## config.mk

```make
export PLATFORM = sky130hd
export DESIGN_NAME = word_wrap_by_pixel_width_unit
export DESIGN_NICKNAME = d
export VERILOG_FILES = /design/src/rtl/wwpw_pkg.sv /design/src/rtl/word_wrap_by_pixel_width_unit.sv
export VERILOG_INCLUDE_DIRS = /design/src /design/src/rtl
export SDC_FILE = /design/constraint.sdc
export NUM_CORES = 1
export LEC_CHECK = 0
export BUFFER_PORTS_ARGS = -buffer_cell sky130_fd_sc_hd__buf_2
export CAP_MARGIN = 20
export CORE_ASPECT_RATIO = 0.8
export CORE_MARGIN = 8
export CORE_UTILIZATION = 55
export CTS_CLUSTER_DIAMETER = 30
export DETAILED_ROUTE_END_ITERATION = 8
export HOLD_SLACK_MARGIN = 0.02
export PLACE_DENSITY = 0.86
export SLEW_MARGIN = 20
export SYNTH_ARGS = -nofsm -noshare
export SYNTH_HDL_FRONTEND = slang
export SYNTH_SLANG_ARGS = --single-unit
```

## constraint.sdc

```tcl
create_clock -name clock -period 4.75 [get_ports clock]
set_clock_uncertainty 0.05 [all_clocks]
set_input_delay 0.475 -clock clock [delete_from_list [all_inputs] [get_ports clock]]
set_output_delay 0.475 -clock clock [all_outputs]
set_load 0.01 [all_outputs]
```

## src/rtl/word_wrap_by_pixel_width_unit_assert.svh

```systemverilog
// assertion macros for the word wrap unit
`ifndef WORD_WRAP_BY_PIXEL_WIDTH_UNIT_ASSERT_SVH
`define WORD_WRAP_BY_PIXEL_WIDTH_UNIT_ASSERT_SVH

// same-cycle implication, checked outside reset
`define WWPW_ASSERT_NOW(lbl, clk, rst, ante, cons) \
   lbl: assert property (@(posedge clk) disable iff (rst) (ante) |-> (cons)) \
      else $error("wwpw: same-cycle check failed");

// next-cycle implication, checked outside reset
`define WWPW_ASSERT_NEXT(lbl, clk, rst, ante, cons) \
   lbl: assert property (@(posedge clk) disable iff (rst) (ante) |=> (cons)) \
      else $error("wwpw: next-cycle check failed");

`endif

```

## src/rtl/wwpw_pkg.sv

```systemverilog
package wwpw_pkg;

   // field widths
   localparam int CHAR_W   = 8;
   localparam int ADV_W    = 12;
   localparam int HEIGHT_W = 12;
   localparam int UWIDTH_W = 16;
   localparam int WSUM_W   = 20;

   // default column limit
   localparam int DEF_MAX_LINE_COLS = 4096;

   // item kinds
   localparam logic KIND_CHAR = 1'b0;
   localparam logic KIND_EOL  = 1'b1;

   // break characters
   localparam logic [CHAR_W-1:0] CHAR_SPACE = 8'h20;
   localparam logic [CHAR_W-1:0] CHAR_TAB   = 8'h09;

   // register indexes
   localparam int CSR_IDX_W = 1;
   localparam logic [CSR_IDX_W-1:0] CSR_USABLE_WIDTH = 1'b0;
   localparam logic [CSR_IDX_W-1:0] CSR_EMPTY_HEIGHT = 1'b1;
   localparam int CSR_DATA_W = UWIDTH_W;

   localparam logic [HEIGHT_W-1:0] RESET_EMPTY_HEIGHT = 12'd16;

   // request payload: character, advance, char_height
   localparam int REQ_DATA_W = CHAR_W + ADV_W + HEIGHT_W;

endpackage

```

## src/rtl/word_wrap_by_pixel_width_unit.sv

```systemverilog
// Greedy pixel-width word wrap. Character items (tuser low) stream in on req_ with their byte,
// advance width and font line height; an end-of-line item (tuser high) closes the line. Each
// time a character would push the running width past a nonzero usable_width, and the open
// segment already holds a character, the unit sends one segment on rsp_ (start column, end
// column, height), breaking after the last space or tab inside the segment or cutting hard
// before the current character; the end-of-line item always sends the final segment with tlast
// set. The unit takes one item per clock: an item is registered on transfer, the line state
// and the result are worked out from that register once the output register is free or being
// drained, and the result lands in an output register. The per-line state update (a 21-bit
// add and compare against usable_width plus the break bookkeeping) is combinational and sets
// the rate. The input stage stalls only while a result waits in the output register and
// rsp_tready is low. Columns stop counting at MAX_LINE_COLS; characters past that are dropped
// until the end of the line. Write csr_ registers only while the unit is idle.
`include "word_wrap_by_pixel_width_unit_assert.svh"

module word_wrap_by_pixel_width_unit #(
   parameter int MAX_LINE_COLS = wwpw_pkg::DEF_MAX_LINE_COLS,
   // derived: column width and packed result width
   parameter int COL_W      = $clog2(MAX_LINE_COLS + 1),
   parameter int RSP_DATA_W = ((2 * COL_W + wwpw_pkg::HEIGHT_W + 7) / 8) * 8
) (
   input  logic                              clock,
   input  logic                              reset,

   // configuration writes
   input  logic                              csr_we,
   input  logic [wwpw_pkg::CSR_IDX_W-1:0]    csr_addr,
   input  logic [wwpw_pkg::CSR_DATA_W-1:0]   csr_wdata,

   // character stream
   input  logic                              req_tvalid,
   output logic                              req_tready,
   input  logic [wwpw_pkg::REQ_DATA_W-1:0]   req_tdata,  // character, advance, char_height
   input  logic                              req_tuser,  // kind

   // segment stream
   output logic                              rsp_tvalid,
   input  logic                              rsp_tready,
   output logic [RSP_DATA_W-1:0]             rsp_tdata,  // start_col, end_col, seg_height
   output logic                              rsp_tlast   // line_end
);

   localparam int HW = wwpw_pkg::HEIGHT_W;
   localparam int AW = wwpw_pkg::ADV_W;
   localparam int CW = wwpw_pkg::CHAR_W;
   localparam int SW = wwpw_pkg::WSUM_W;
   localparam int PAD_W = RSP_DATA_W - (2 * COL_W + HW);
   localparam logic [COL_W-1:0] COL_LIMIT = COL_W'(MAX_LINE_COLS);

   typedef struct packed {
      logic          kind;
      logic [CW-1:0] character;
      logic [AW-1:0] advance;
      logic [HW-1:0] char_height;
   } item_type;

   // saturating width sum
   function automatic logic [SW-1:0] sat_add(input logic [SW-1:0] a, input logic [AW-1:0] b);
      logic [SW:0] s;
      s = {1'b0, a} + {{(SW + 1 - AW){1'b0}}, b};
      return s[SW] ? {SW{1'b1}} : s[SW-1:0];
   endfunction

   function automatic logic [HW-1:0] hmax(input logic [HW-1:0] a, input logic [HW-1:0] b);
      return (a > b) ? a : b;
   endfunction

   // configuration registers
   logic [wwpw_pkg::UWIDTH_W-1:0] usable_width_ff;
   logic [HW-1:0]                 empty_height_ff;

   // input stage
   logic     stage_valid_ff, stage_valid_in;
   item_type stage_ff;
   logic     stage_go;

   // line state
   logic [COL_W-1:0] column_ff,    column_in;
   logic [COL_W-1:0] seg_start_ff, seg_start_in;
   logic [SW-1:0]    width_sum_ff, width_sum_in;
   logic [HW-1:0]    tallest_ff,   tallest_in;
   logic [COL_W-1:0] brk_pos_ff,   brk_pos_in;
   logic             brk_valid_ff, brk_valid_in;
   logic [SW-1:0]    wab_ff,       wab_in;    // width after break
   logic [HW-1:0]    tab_ff,       tab_in;    // tallest after break

   // result register
   logic                  rsp_valid_ff, rsp_valid_in;
   logic [COL_W-1:0]      rsp_start_ff;
   logic [COL_W-1:0]      rsp_end_ff;
   logic [HW-1:0]         rsp_height_ff;
   logic                  rsp_last_ff;

   // result of the current stage item
   logic             emit;
   logic [COL_W-1:0] out_start;
   logic [COL_W-1:0] out_end;
   logic [HW-1:0]    out_height;
   logic             out_last;

   // decision terms
   logic             is_ws;
   logic [SW:0]      trial_sum;
   logic             over;
   logic             use_break;
   logic [HW-1:0]    seg_h;

   // the stage moves on whenever the output register is free or being drained
   assign stage_go   = stage_valid_ff & (~rsp_valid_ff | rsp_tready);
   assign req_tready = ~stage_valid_ff | stage_go;

   always_comb begin
      if (req_tvalid && req_tready) begin
         stage_valid_in = 1'b1;
      end else if (stage_go) begin
         stage_valid_in = 1'b0;
      end else begin
         stage_valid_in = stage_valid_ff;
      end
   end

   assign is_ws     = (stage_ff.character == wwpw_pkg::CHAR_SPACE) ||
                      (stage_ff.character == wwpw_pkg::CHAR_TAB);
   assign trial_sum = {1'b0, width_sum_ff} + {{(SW + 1 - AW){1'b0}}, stage_ff.advance};
   assign over      = (usable_width_ff != '0) &&
                      (trial_sum > {{(SW + 1 - wwpw_pkg::UWIDTH_W){1'b0}}, usable_width_ff}) &&
                      (column_ff > seg_start_ff);
   assign use_break = brk_valid_ff && (brk_pos_ff > seg_start_ff);
   assign seg_h     = (tallest_ff != '0) ? tallest_ff : empty_height_ff;

   // line state update, one item per cycle unless the stage stalls
   always_comb begin
      column_in    = column_ff;
      seg_start_in = seg_start_ff;
      width_sum_in = width_sum_ff;
      tallest_in   = tallest_ff;
      brk_pos_in   = brk_pos_ff;
      brk_valid_in = brk_valid_ff;
      wab_in       = wab_ff;
      tab_in       = tab_ff;
      emit         = 1'b0;
      out_start    = seg_start_ff;
      out_end      = column_ff;
      out_height   = seg_h;
      out_last     = 1'b0;
      if (stage_go) begin
         if (stage_ff.kind == wwpw_pkg::KIND_EOL) begin
            // close the line and start over
            emit       = 1'b1;
            out_last   = 1'b1;
            out_height = ((usable_width_ff != '0) && (tallest_ff != '0)) ?
                         tallest_ff : empty_height_ff;
            column_in    = '0;
            seg_start_in = '0;
            width_sum_in = '0;
            tallest_in   = '0;
            brk_pos_in   = '0;
            brk_valid_in = 1'b0;
            wab_in       = '0;
            tab_in       = '0;
         end else if (column_ff < COL_LIMIT) begin
            if (over) begin
               emit = 1'b1;
               if (use_break) begin
                  // break at the whitespace, it is dropped
                  out_end      = brk_pos_ff;
                  seg_start_in = brk_pos_ff + COL_W'(1);
                  width_sum_in = sat_add(wab_ff, stage_ff.advance);
                  tallest_in   = hmax(tab_ff, stage_ff.char_height);
               end else begin
                  // hard cut before this character
                  seg_start_in = column_ff;
                  width_sum_in = {{(SW - AW){1'b0}}, stage_ff.advance};
                  tallest_in   = stage_ff.char_height;
               end
               brk_valid_in = is_ws;
               brk_pos_in   = is_ws ? column_ff : '0;
               wab_in       = '0;
               tab_in       = '0;
            end else begin
               width_sum_in = sat_add(width_sum_ff, stage_ff.advance);
               tallest_in   = hmax(tallest_ff, stage_ff.char_height);
               if (is_ws) begin
                  brk_valid_in = 1'b1;
                  brk_pos_in   = column_ff;
                  wab_in       = '0;
                  tab_in       = '0;
               end else begin
                  wab_in = sat_add(wab_ff, stage_ff.advance);
                  tab_in = hmax(tab_ff, stage_ff.char_height);
               end
            end
            column_in = column_ff + COL_W'(1);
         end
      end
   end

   always_comb begin
      if (stage_go && emit) begin
         rsp_valid_in = 1'b1;
      end else if (rsp_tready) begin
         rsp_valid_in = 1'b0;
      end else begin
         rsp_valid_in = rsp_valid_ff;
      end
   end

   // control and configuration state
   always_ff @(posedge clock) begin
      if (reset) begin
         usable_width_ff <= '0;
         empty_height_ff <= wwpw_pkg::RESET_EMPTY_HEIGHT;
         stage_valid_ff  <= 1'b0;
         rsp_valid_ff    <= 1'b0;
         column_ff       <= '0;
         seg_start_ff    <= '0;
         width_sum_ff    <= '0;
         tallest_ff      <= '0;
         brk_pos_ff      <= '0;
         brk_valid_ff    <= 1'b0;
         wab_ff          <= '0;
         tab_ff          <= '0;
      end else begin
         if (csr_we) begin
            unique case (csr_addr)
               wwpw_pkg::CSR_USABLE_WIDTH: usable_width_ff <= csr_wdata;
               wwpw_pkg::CSR_EMPTY_HEIGHT: empty_height_ff <= csr_wdata[HW-1:0];
               default: ;
            endcase
         end
         stage_valid_ff <= stage_valid_in;
         rsp_valid_ff   <= rsp_valid_in;
         column_ff      <= column_in;
         seg_start_ff   <= seg_start_in;
         width_sum_ff   <= width_sum_in;
         tallest_ff     <= tallest_in;
         brk_pos_ff     <= brk_pos_in;
         brk_valid_ff   <= brk_valid_in;
         wab_ff         <= wab_in;
         tab_ff         <= tab_in;
      end
   end

   // payload registers
   always_ff @(posedge clock) begin
      if (req_tvalid && req_tready) begin
         stage_ff.kind        <= req_tuser;
         stage_ff.character   <= req_tdata[CW-1:0];
         stage_ff.advance     <= req_tdata[CW+AW-1:CW];
         stage_ff.char_height <= req_tdata[CW+AW+HW-1:CW+AW];
      end
      if (stage_go && emit) begin
         rsp_start_ff  <= out_start;
         rsp_end_ff    <= out_end;
         rsp_height_ff <= out_height;
         rsp_last_ff   <= out_last;
      end
   end

   assign rsp_tvalid = rsp_valid_ff;
   assign rsp_tdata  = {{PAD_W{1'b0}}, rsp_height_ff, rsp_end_ff, rsp_start_ff};
   assign rsp_tlast  = rsp_last_ff;

   // segment never starts beyond the current column
   `WWPW_ASSERT_NOW(a_seg_order, clock, reset, 1'b1, seg_start_ff <= column_ff)
   // column counting stops at the limit
   `WWPW_ASSERT_NOW(a_col_limit, clock, reset, 1'b1, column_ff <= COL_LIMIT)
   // a recorded break lies behind the current column
   `WWPW_ASSERT_NOW(a_brk_behind, clock, reset, brk_valid_ff, brk_pos_ff < column_ff)
   // end of line clears the line state and leaves a last segment waiting
   `WWPW_ASSERT_NEXT(a_eol_clear, clock, reset,
      stage_go && (stage_ff.kind == wwpw_pkg::KIND_EOL),
      (column_ff == '0) && !brk_valid_ff && rsp_valid_ff && rsp_last_ff)

endmodule

```

; ---- Word-level counts from Yosys, hierarchy flattened
; Index checks and enable logic that the tools add are counted.
[word_totals]
inputBits = 55
reg_bits = 206
[op_classes]
add_sub_neg = 4
reduce_logical = 20
bitwise = 6
order_cmp = 6
n_eq_ne = 3
mux = 53
[op_table]
columns = cell, n
row1 = $mux W13, 16
row2 = $mux W20, 10
row3 = $mux W12, 14
row4 = $add A20 B12 Y21, 2
row5 = $add A13 B1 Y13 const B, 2
row6 = $gt A13 B13 Y1, 2
row7 = $gt A12 B12 Y1, 2
row8 = $gt A21 B16 Y1, 1
row9 = $reduce_bool A16 Y1, 1
row10 = $lt A13 B13 Y1 const B, 1
row11 = $mux W1, 13
row12 = $reduce_bool A12 Y1, 1
row13 = $reduce_and A3 Y1, 3
row14 = $eq A8 B4 Y1 const B, 1
row15 = $eq A8 B6 Y1 const B, 1
row16 = $reduce_bool A2 Y1, 4
row17 = $logic_and A1 B1 Y1, 6
row18 = $reduce_and A2 Y1, 3
row19 = $ne A3 B3 Y1 const B, 1
row20 = $not A1 Y1, 3
row21 = $reduce_bool A3 Y1, 1
row22 = $or A1 B1 Y1, 2
row23 = $and A1 B1 Y1, 1
row24 = $logic_or A1 B1 Y1, 1

; ---- Longest topological paths before layout
[depth]
ltp_word = 10
mapped_depth = 22

; ---- Least setup slack after synthesis
; Ideal clock, no wire load.
[synth_path]
path_kind = reg2reg
startpoint = reg stage_ff[12] in the netlist's numbering
endpoint = reg rsp_end_ff[0] (enable)
arrival_ps = 4359
slack_ps = -93
required_time_ps = 4266
stages_incl_launch_ff = 20
path_buffers = 0
path_cell_list = edfxtp_1 ha_1 inv_1 fa_1 nor2b_4 o211ai_2 a211o_1 and3_1 nor3_1 xor2_1 ha_1 a21o_1 a21oi_1 nor3b_1 o211ai_1 o2bb2ai_2 nor4_4 nor2_1 o21ai_0 inv_1
[synth_between]
elab_chain_len = 9
[synth_lines]
columns = item, line
row1 = from (decl), word_wrap_by_pixel_width_unit.sv:74  ; item_type stage_ff;
row2 = $add A20 B12 Y21, word_wrap_by_pixel_width_unit.sv:124  ; assign trial_sum = {1'b0, width_sum_ff} + {{(SW + 1 - AW){1'b0}}, stage_ff.advance};
row3 = $gt A21 B16 Y1, word_wrap_by_pixel_width_unit.sv:126  ; (trial_sum > {{(SW + 1 - wwpw_pkg::UWIDTH_W){1'b0}}, usable_width_ff}) &&
row4 = $logic_and A1 B1 Y1, word_wrap_by_pixel_width_unit.sv:125  ; assign over = (usable_width_ff != '0) &&
row5 = $logic_and A1 B1 Y1, word_wrap_by_pixel_width_unit.sv:126
row6 = $mux W1, word_wrap_by_pixel_width_unit.sv:162  ; if (over) begin
row7 = $mux W1, word_wrap_by_pixel_width_unit.sv:161  ; end else if (column_ff < COL_LIMIT) begin
row8 = $mux W1, word_wrap_by_pixel_width_unit.sv:147  ; if (stage_ff.kind == wwpw_pkg::KIND_EOL) begin
row9 = $mux W1, word_wrap_by_pixel_width_unit.sv:146  ; if (stage_go) begin
row10 = $logic_and A1 B1 Y1, word_wrap_by_pixel_width_unit.sv:252  ; if (stage_go && emit) begin
row11 = to (signal assigned), word_wrap_by_pixel_width_unit.sv:254  ; rsp_end_ff <= out_end;
row12 = to (decl), word_wrap_by_pixel_width_unit.sv:90  ; logic [COL_W-1:0] rsp_end_ff;
; Every way passes these cells.
; A chain may end at the register's enable or synchronous reset.

; ---- Worst setup path after layout
[layout_path]
startpoint = reg stage_ff[16] in the netlist's numbering
endpoint = reg rsp_end_ff[3], data pin
[layout_between]
elab_chain_len = 8
[layout_lines]
columns = item, line
row1 = $add A20 B12 Y21, word_wrap_by_pixel_width_unit.sv:124
row2 = $gt A21 B16 Y1, word_wrap_by_pixel_width_unit.sv:126
row3 = $logic_and A1 B1 Y1, word_wrap_by_pixel_width_unit.sv:125
row4 = $logic_and A1 B1 Y1, word_wrap_by_pixel_width_unit.sv:126
row5 = $mux W13, word_wrap_by_pixel_width_unit.sv:162
row6 = $mux W13, word_wrap_by_pixel_width_unit.sv:161
row7 = $mux W13, word_wrap_by_pixel_width_unit.sv:147
row8 = $mux W13, word_wrap_by_pixel_width_unit.sv:146
row9 = named net out_end[3], word_wrap_by_pixel_width_unit.sv:97  ; logic [COL_W-1:0] out_end;
; The timed path passes the listed nets, and every way through them passes these cells.

==> summary.md <==
| Metric | Value |
|---|---|
| Clk buf depth | 3 |
| Post-layout nets | 1,483 |
| Ant diodes | 0 |
| Class of the tightest hold or removal check | in2reg |
| Avg Cell Area, Syn | 9.261 um2 |
| Hold Vio Cnt, Final | 0 |
| Share of layout cells above drive strength 1 | 0.1800 |
| Count of boundary I/O pins | 98 |
| Warnings, synthesis | 0 |
| Crit-path max cell delay | 0.42 ns |
| Max VDD drop | 0.0002944 V |
| Die X | 175.7 um |
| Placer Congestion | 0.9524 |
| Startpoint types | flop |
| Hold_buf cts | 0 |
| Post-DR wirelength/cell | 18.97 um |
| Finished Layout Cells | 1,625 |
| CTS Buf Count | 35 |
| Clk sink count | 206 |
| Sequential Power Share | 0.390 |
| First-pass GRT wire length | 48,330 um |
| Post-synth cell types | 77 |
| Fmax | 0.2182 GHz |
| H-tree levels | 2 |
| Largest net degree at the start of global routing | 57 |
| Min Tclk post-route | 4.584 ns |
| Dpl ws | -0.1701 ns |
| Root Driver | clkbuf_16 |
| Worst Setup End Kind | flop |
| Internal | 0.003736 W |
| Initial core utilization | 0.5636 |
| Post-route setup TNS | 0 ns |
| Initial DRC Count | 1,032 |
| Leakage | 5.354 nW |
| Antenna violations before repair | 0 |
| Max Slew Vio Count | 0 |
| Critical path class | reg2reg |
| Post-synth EDFFs | 72 |
| Maximum fanout along the worst path | 7 |
| DRC | 0 |
| DR vias | 9,957 |
| Worst-margin pin slew | 1.090 ns |
| Mean number of vias per cell | 6.127 |
| Outcome | complete, no violations |
| Core Util, Final | 0.6742 |
| CTS tree | built |
| First drt pass iteration count | 7 |
| Switching part of the total | 0.2441 |
| Final worst-path cycle share | 0.9650 |
| Seq/Total Area, Yosys | 0.4316 |
| Post-synthesis cell count | 1,212 |
| Ys async rst share | 0 |
| Combinational Power Share | 0.096 |
| Clk_lat worst skew | 0.51 ns |
| MaxCap Viol Count | 0 |
| Placed insts | 1,551 |
| Worst-path clk slew | 0.05 ns |
| Layout area overhead | 19.62% |
| Crit path required time | 4.96 ns |
| Remaining antenna violation count after routing | 0 |
| Multi-input logic area | 5995 um2 |
| DIE HEIGHT | 143.8 um |
| Fillcell total | 1,514 |
| Total wire length | 30,830 um |
| Total grt overflow | 0 |
| Sequential Area | 4845 um2 |
| Core box area | 19,910 um2 |
| PortBufs | 95 |
| Die area | 25,260 um2 |
| Slowest CP cell | edfxtp_1 |
| Clock power frac | 0.513 |
| Post-synth top flop | dfxtp_1 |
| Site row count | 46 |
| Worst EP arrival | 4.79 ns |
| Crit path cell chain | ha_1 > o211ai_1 > o211ai_1 > o21ai_0 > o21ai_0 > a21oi_1 > xnor2_1 > ha_1 > buf_4 > a21oi_1 > a21boi_0 > nor3b_2 > o211ai_1 > o2bb2ai_2 > o41ai_4 > buf_4 > nor3_4 > buf_12 > mux2_2 |
| Final setup viols | 0 |
| Post-synthesis register bit count | 206 |
| Final HPWL DP | 21,590 um |
| Rel. slew slack | 0.2710 |
| Most frequent CP cell | o211ai_1 |
| Worst setup margin | 0.1665 ns |
| Vias in the first global route | 9,635 |
| Mapped Area | 11,220 um2 |
| Tot GR Track Use | 0.2333 |
| Pwr dens | 368.1 nW/um2 |
| Switch Pwr | 0.001206 W |
final timing paths:
check / to / depth (start not counted) / slack, ns / start
max: rsp_end_ff[3]$_DFFE_PP_ / 19 / 0.17 / stage_ff[16]$_DFFE_PP_
min: stage_ff[7]$_DFFE_PP_ / 1 / 0.09 / req_tdata[27]
max reg2reg: rsp_end_ff[3]$_DFFE_PP_ / 19 / 0.17 / stage_ff[16]$_DFFE_PP_
min reg2reg: width_sum_ff[11]$_SDFFE_PP0P_ / 2 / 0.40 / width_sum_ff[11]$_SDFFE_PP0P_
metrics by stage:
step           total power [W]  instance area (um2)  hold WS (ns)
2_1_floorplan         0.002252                11240        0.3697
3_3_place_gp          0.002392                12090        0.3822
3_5_place_dp          0.002410                12090        0.3927
4_1_cts               0.004939                13290       0.07834
5_1_grt               0.005089                13430       0.08122
6_report              0.004942                13430       0.08761
cells by family after synthesis:
group / count (synthesis) / share of synthesized area
other: 1 / 0.0003341
XOR/XNOR: 38 / 0.03166
buffers and inverters: 114 / 0.04180
AO/OA/AOI/OAI: 344 / 0.2049
flip-flops: 206 / 0.4316
multiplexers: 29 / 0.02753
AND/OR/NAND/NOR: 386 / 0.1561
adder cells (fa/ha/maj): 94 / 0.1061
cells in the mapped netlist (17+ instances only):
master / count / area [um2]
o21ai_0: 65 / 325.3
ha_1: 92 / 1151
nor3_1: 17 / 85.08
nand2_1: 164 / 615.6
clkbuf_1: 37 / 138.9
nand4_1: 17 / 106.4
dfxtp_1: 134 / 2683
edfxtp_1: 72 / 2162
xnor2_1: 18 / 157.7
a22o_1: 33 / 289.0
a21oi_1: 100 / 500.5
nor2_1: 100 / 375.4
inv_1: 59 / 221.5
xor2_1: 17 / 148.9
nand3_1: 31 / 155.2
final cells by class:
type	instances	area share
Clock inverter	21	0.01733
Multi-Input combinational cell	894	0.4465
Sequential cell	206	0.3608
Inverter	59	0.01677
Timing Repair Buffer	138	0.06262
Tap cell	264	0.02460
Clock buffer	43	0.07138
cell usage in the layout, fill, tap and decap left out, types with 17 or more instances in the layout:
master	n
a21oi_1	99
a22o_1	33
buf_2	96
buf_4	36
clkbuf_16	37
dfxtp_1	134
edfxtp_1	72
ha_1	92
inv_1	58
nand2_1	163
nand3_1	31
nand4_1	17
nor2_1	98
o21ai_0	64
xnor2_1	18
xor2_1	17
per-layer routing:
| layer | vias up | wire [um] | track usage |
|---|---|---|---|
| met5 | - | 0 | 0 |
| met4 | 0 | 802 | 0.08326 |
| met3 | 82 | 2822 | 0.05140 |
| met2 | 458 | 14000 | 0.3792 |
| met1 | 4741 | 13200 | 0.3019 |
| li1 | 4676 | - | - |
registers in the layout (all words and copies together), names as in the netlist, 16 cells and up:
name,cells
stage_ff,33
usable_width_ff,16
wab_ff,20
width_sum_ff,20
critical path: cells and delay by family, from the launching register on:
kind	cells	cell delay, ns
adders and majority gates	2	0.73
and+or+nand+nor	2	0.22
muxes	1	0.28
AOI/OAI and AO/OA	10	1.81
buffers and inverters	3	0.54
DFF	1	0.42
xor gates and xnor gates	1	0.30
what timing repair did:
item,in CTS,in global routing
setup endpoints to repair,12,131
buffers inserted,0,6
pin swaps,0,4
hold endpoints to repair,0,0
resized for setup,2,13
gates cloned,0,4
power groups by stage:
stage                     clock, W  sequential [W]  combinational, W
after CTS                  0.00256         0.00193          0.000454
after detailed placement         0         0.00196          0.000448
after floorplan                  0         0.00195          0.000297
after global routing       0.00264         0.00193          0.000521
after global placement           0         0.00196          0.000432
final                      0.00254         0.00193          0.000476
Note: power is estimated with default switching activity, not from simulation.
